$ cat src/hdl/dss_pkg.sv
// Shared constants and types for the shortest-path block.
// No dependencies.
package dss_pkg;
  localparam int MaxVertices = 64;
  localparam int MaxEdges    = 1024;
  localparam int WeightBits  = 16;
  localparam int VertexBits  = $clog2(MaxVertices);
  localparam int EdgeAddrBits = $clog2(MaxEdges);
  localparam int EdgeCountBits = $clog2(MaxEdges + 1);
  localparam int DistBits    = 32;
  localparam int DeltaBits   = 16;
  localparam logic [DistBits-1:0] DistInf     = 32'hFFFF_FFFF;
  localparam logic [DistBits-1:0] DistMaxFin  = 32'hFFFF_FFFE;
  localparam logic [DeltaBits-1:0] DeltaReset = 16'd5;

  localparam logic CfgSource = 1'b0;
  localparam logic CfgDelta  = 1'b1;

  typedef logic [DistBits-1:0] dist_t;
endpackage

$ cat src/hdl/dss_rem.sv
// Serial restoring remainder unit, one quotient bit per cycle.
// Depends on dss_pkg.
module dss_rem import dss_pkg::*; (
  input  logic                 clk,
  input  logic                 rst,
  input  logic                 start,
  input  dist_t                dividend,
  input  logic [DeltaBits-1:0] divisor,
  output logic                 done,
  output logic [DeltaBits-1:0] remainder
);
  logic [DistBits-1:0]  num;
  logic [DeltaBits:0]   rem;
  logic [5:0]           cnt;
  logic                 busy;
  logic [DeltaBits:0]   trial;

  always_comb begin
    trial = {rem[DeltaBits-1:0], num[DistBits-1]};
  end

  always_ff @(posedge clk) begin
    if (rst) begin
      busy <= 1'b0;
      cnt  <= '0;
      done <= 1'b0;
    end else if (start) begin
      busy <= 1'b1;
      num  <= dividend;
      rem  <= '0;
      cnt  <= 6'(DistBits);
      done <= 1'b0;
    end else if (busy) begin
      num <= {num[DistBits-2:0], 1'b0};
      if (trial >= {1'b0, divisor}) rem <= trial - {1'b0, divisor};
      else rem <= trial;
      cnt <= cnt - 6'd1;
      busy <= (cnt != 6'd1);
      done <= (cnt == 6'd1);
    end else begin
      done <= 1'b0;
    end
  end

  assign remainder = rem[DeltaBits-1:0];
endmodule

$ cat config.mk
export PLATFORM = sky130hd
export DESIGN_NAME = dss_rem
export DESIGN_NICKNAME = d
export VERILOG_FILES = /design/src/hdl/dss_pkg.sv /design/src/hdl/dss_rem.sv
export SDC_FILE = /design/constraint.sdc
export NUM_CORES = 1
export LEC_CHECK = 0
export ABC_AREA = 1
export BUFFER_PORTS_ARGS = -buffer_cell sky130_fd_sc_hd__buf_4
export CORE_ASPECT_RATIO = 1.4
export CORE_MARGIN = 2
export CORE_UTILIZATION = 30
export DETAILED_ROUTE_END_ITERATION = 8
export PLACE_DENSITY = 0.6
export SLEW_MARGIN = 5
export SYNTH_ARGS = -nofsm -noshare
export SYNTH_HDL_FRONTEND = slang
export SYNTH_SLANG_ARGS = --single-unit
$ cat constraint.sdc
create_clock -name clk -period 4.6 [get_ports clk]
set_input_delay 0 -clock clk [delete_from_list [all_inputs] [get_ports clk]]
set_output_delay 0 -clock clk [all_outputs]
set_load 0.02 [all_outputs]
==> results.md <==
- The I/O pin count is 68.
- The power share of the combinational group is 30.3%.
- The TritonCTS sink count is 56.
- The total routing usage reported by global routing is 14.75%.
- The overall die area is 13370 um^2.
- The top cell type by area accounts for 38.61% of the synthesized area.
- The data required time of the worst path is 4.75 ns.
- The delay contributed by the slowest stage of the critical path is 0.44 ns.
- The HPWL after detailed placement is 7223 um.
- The worst min-delay path category is in2reg.
- The worst-path cell with the longest stage delay is sky130_fd_sc_hd__edfxtp_1.
- The wire length on met2 is 5078 um.
- The starting utilization of the core area is 30.47%.
- The synthesized design contains 56 register bits.
- The clock network fraction of design power is 25.9%.
- Measured along the x axis, the die boundary spans 98.29 um.
- Setup repair after global routing left no endpoint under its margin.
- The count of antenna-violating nets left after detailed routing is 0.
- The critical path goes through ha_1, nand2_1, inv_1, nand2_1, nand2_1, nand2_1, nand2_1, nor2_4, nand2_4, inv_2, nor2_1, nor2_1.
- In the post-synthesis netlist, the biggest area contributors are sky130_fd_sc_hd__edfxtp_1 (39%), sky130_fd_sc_hd__nand2_1 (22%), sky130_fd_sc_hd__inv_1 (8.7%).
- CTS placed an instance of sky130_fd_sc_hd__clkbuf_16 at the clock tree root.
- The final count of pins violating max slew was 0.
- The floorplan has 48 rows.
- The clock latency of the later-clocked register in the worst-skew pair is 0.29 ns.
- The register-to-register setup slack is 2.25 ns.
- The worst setup path is launched from a flop.
- The maximum number of pins on one net before global-route repair is 49.
- STA classifies the critical path endpoint as a flop.
- The pre-antenna-repair detailed-routing pass consisted of 6 iterations.
- The layout filler cell count is 1292.
- After detailed routing, the number of remaining DRC violations is 0.
- Setup violations remaining at the end of the flow were counted as 0.
- The floorplan step defined a core boundary enclosing 12250 um^2.
- Registers are responsible for 43.8% of the overall power.
- TritonCTS built the clock tree.
- Across all setup checks in the final design, the least slack found is 2.247 ns.
- Timing would allow up to 425.0 MHz.
- In this run the power spent charging and discharging nets is 448.3 uW.
- The met1 wire length is 4012 um.
- The post-CTS clock slew at the launch and capture registers of the worst setup and hold paths is 0.07 ns.
- The number of setup buffers added after CTS is 0.
- Measured along the y axis, the die boundary spans 136 um.
- The number of global-route vias before repair is 3444.
- The proportion of synthesized chip area in sequential cells is 42.90%.
- The detailed router placed 3474 vias in this run.
- The area of the multi-input gates is 1755 um^2.
- The total of buffers placed on input and output ports is 67.
- The worst endpoint data arrival time is 2.50 ns.
- Synthesis handed over a netlist of 518 instances.
- The total length of routed met3 wires is 336 um.
- The initial antenna violation count is 0.
- The maximum buffer depth of the clock tree is 2.
- In this run the most critical hold path is launched from start.
- Counting every net in the synthesized netlist gives 588.
- The largest fanout on the critical path is 14.
- The netlist area before placement is 3734 um^2.
- The average instance in the mapped netlist occupies 7.208 um^2.
- The Yosys warning count is 0.
- The number of H-tree levels is 2.
- The number of cells traversed by the worst register-to-register path is 12.
- The post-route setup TNS is 0 ns.
- The first global-routing pass estimated 15860 um of wire.
- In the final layout, the share of cells above drive strength 1 is 15.91%.
- Signal routing reaches up to met4.
- The cell that appears most often on the critical path is sky130_fd_sc_hd__nand2_1.
- The headroom to the max-slew limit is 64.37%.
- The number of maximum-capacitance constraint violations is 0.
- The routed wirelength normalized by instance count is 12.67 um.
- The final number of hold-violating endpoints is 0.
- Across the VDD grid, the largest voltage drop is 0.2801 mV.
- Dividing total power by cell area gives a power density of 292.9 nW/um^2.
- The path type of the worst setup path is reg2reg.
- The first routing iteration left 143 violations.
- For this run the aggregate overflow at the end of global routing stands at 0.
- The synthesized netlist contains 30 unique library cells.
- The end of the worst register-to-register path is rem[15].
- Dividing the detail-routed via count by the number of cells gives 4.535.
- The origin of the critical flop-to-flop path is rem[10].
- For this block, the routed nets add up to 9706 um of wire.
- In this run switching power makes up 31.48% of total power.
- At the placement stage, the worst setup path has a slack of 2.268 ns.
- The global placement routability congestion is 0.9238.
- The area taken by flip-flops and latches is 1602 um^2.
- At the pin with the least slew margin, the transition time is 0.5296 ns.
- The internal power is 975.6 uW.
- The post-route clock period utilization is 51.16%.
- For hold timing, the worst endpoint is busy.
- The library cell with the largest summed area after synthesis is sky130_fd_sc_hd__edfxtp_1.
- In this run, CTS created clock tree buffers numbering 5.
- The diode insertion count for antenna repair is 0.
- Summed over all cells, the static leakage comes to 0.002515 uW.
- The net total in the final layout is 685.
- The routed design could run at a clock period as short as 2.353 ns.
- The worst hold path passes through 2 cells.
- The flow ran to the end, and the final reports show no timing, DRC or antenna violations.
- Compared with the post-synthesis result, the final layout area differs by 30.19%.
- The maximum clock skew at final layout is 0.004377 ns.
-- synthesized netlist by cell type --
library cell,number
sky130_fd_sc_hd__buf_2,4
sky130_fd_sc_hd__and2_1,3
sky130_fd_sc_hd__buf_1,2
sky130_fd_sc_hd__nand4_1,8
sky130_fd_sc_hd__nor2_2,10
sky130_fd_sc_hd__nor3_1,2
sky130_fd_sc_hd__nand3_2,2
sky130_fd_sc_hd__nor2_1,43
sky130_fd_sc_hd__a211oi_1,1
sky130_fd_sc_hd__edfxtp_1,48
sky130_fd_sc_hd__nor2_4,1
sky130_fd_sc_hd__clkbuf_1,5
sky130_fd_sc_hd__nor4_1,1
sky130_fd_sc_hd__nand2_1,214
sky130_fd_sc_hd__xnor2_1,2
sky130_fd_sc_hd__inv_1,87
sky130_fd_sc_hd__dfxtp_1,8
sky130_fd_sc_hd__fa_1,1
sky130_fd_sc_hd__xor2_1,6
sky130_fd_sc_hd__nand3_1,30
sky130_fd_sc_hd__ha_1,18
sky130_fd_sc_hd__nor3_2,1
sky130_fd_sc_hd__buf_6,1
sky130_fd_sc_hd__inv_2,1
sky130_fd_sc_hd__or2_1,1
sky130_fd_sc_hd__nand2_4,2
sky130_fd_sc_hd__nand2_2,2
sky130_fd_sc_hd__or2_2,3
sky130_fd_sc_hd__o21a_1,1
sky130_fd_sc_hd__a21oi_1,10
-- critical path: cells and delay by family (launching register included) --
family	cells	cell delay, ns
flops	1	0.44
simple gates	9	1.07
fa+ha+maj	1	0.38
buf+inv	2	0.31
-- how the worst max path moves through the flow --
stage / startpoint / endpoint / slack [ns] / cells past startpoint
floorplan: busy / num[0] / 1.29 / 2
global placement: rem[9] / rem[15] / 2.33 / 12
detailed placement: rem[9] / rem[15] / 2.27 / 12
CTS: rem[9] / rem[15] / 2.23 / 12
global route: rem[9] / rem[15] / 2.06 / 12
finish: rem[10] / rem[15] / 2.25 / 12
-- metrics by stage --
stage | cell area [um^2] | total power (uW) | std cells | util [%] | hold slack [ns]
after floorplan | 3734 | 911.3 | 518 | - | 0.1354
after global placement | 4393 | 1038 | 725 | 35.86 | 0.2628
after detailed placement | 4393 | 1042 | 725 | 35.86 | 0.2620
after CTS | 4861 | 1434 | 766 | 39.68 | 0.1855
after global routing | 4861 | 1509 | 766 | 39.68 | 0.2131
final | 4861 | 1424 | 766 | 39.68 | 0.1851
-- kinds of logic (layout without fill, tap and decap cells) --
group | after synthesis | count (layout) | synth area share, %
adders and majority gates | 19 | 19 | 6.568
DFF | 56 | 56 | 42.90
AOI/OAI and AO/OA | 12 | 12 | 1.743
buffers and inverters | 100 | 198 | 10.39
xor gates and xnor gates | 8 | 8 | 1.877
and+or+nand+nor | 323 | 323 | 36.53
-- power groups by stage --
stage	logic, uW	clock network [uW]	registers, uW
2_1_floorplan	265	0	646
3_3_place_gp	405	0	634
3_5_place_dp	407	0	635
4_1_cts	431	379	624
5_1_grt	486	395	628
6_report	431	369	623
-- area by class of cell --
| cell class | instances | share of cell area, % |
|---|---|---|
| clock buffer | 7 | 2.728 |
| clock inverter | 1 | 0.1030 |
| inverter | 88 | 6.795 |
| multi-input combinational | 362 | 36.11 |
| sequential | 56 | 32.95 |
| tap | 150 | 3.861 |
| timing repair buffer | 102 | 17.45 |
-- flip-flops by register name, indices dropped and copies added (netlist names) --
signal  cells
num        32
cnt         6
busy        1
done        1
rem        16
-- metal layers --
layer / vias to the layer above / track usage (%)
met5: - / 0
met1: 1599 / 15.84
met2: 72 / 28.27
met4: 0 / 6.317
li1: 1786 / -
met3: 17 / 2.314
-- timing repair --
item / in CTS / in global routing
resized for setup: 0 / 0
endpoints found under the hold margin: 33 / 0
hold buffers: 33 / 0
-- placed cells by master, fill, tap and decap left out, drive strengths merged, types with 4 or more instances in the layout --
cell type      n
nand3         32
nand4          8
inv           88
nor2          54
a21oi         10
ha            18
buf           69
xor2           6
or2            4
dlygate4sd3   33
dfxtp          8
clkbuf         7
nand2        218
edfxtp        48
Power figures use the tool's default switching activity.
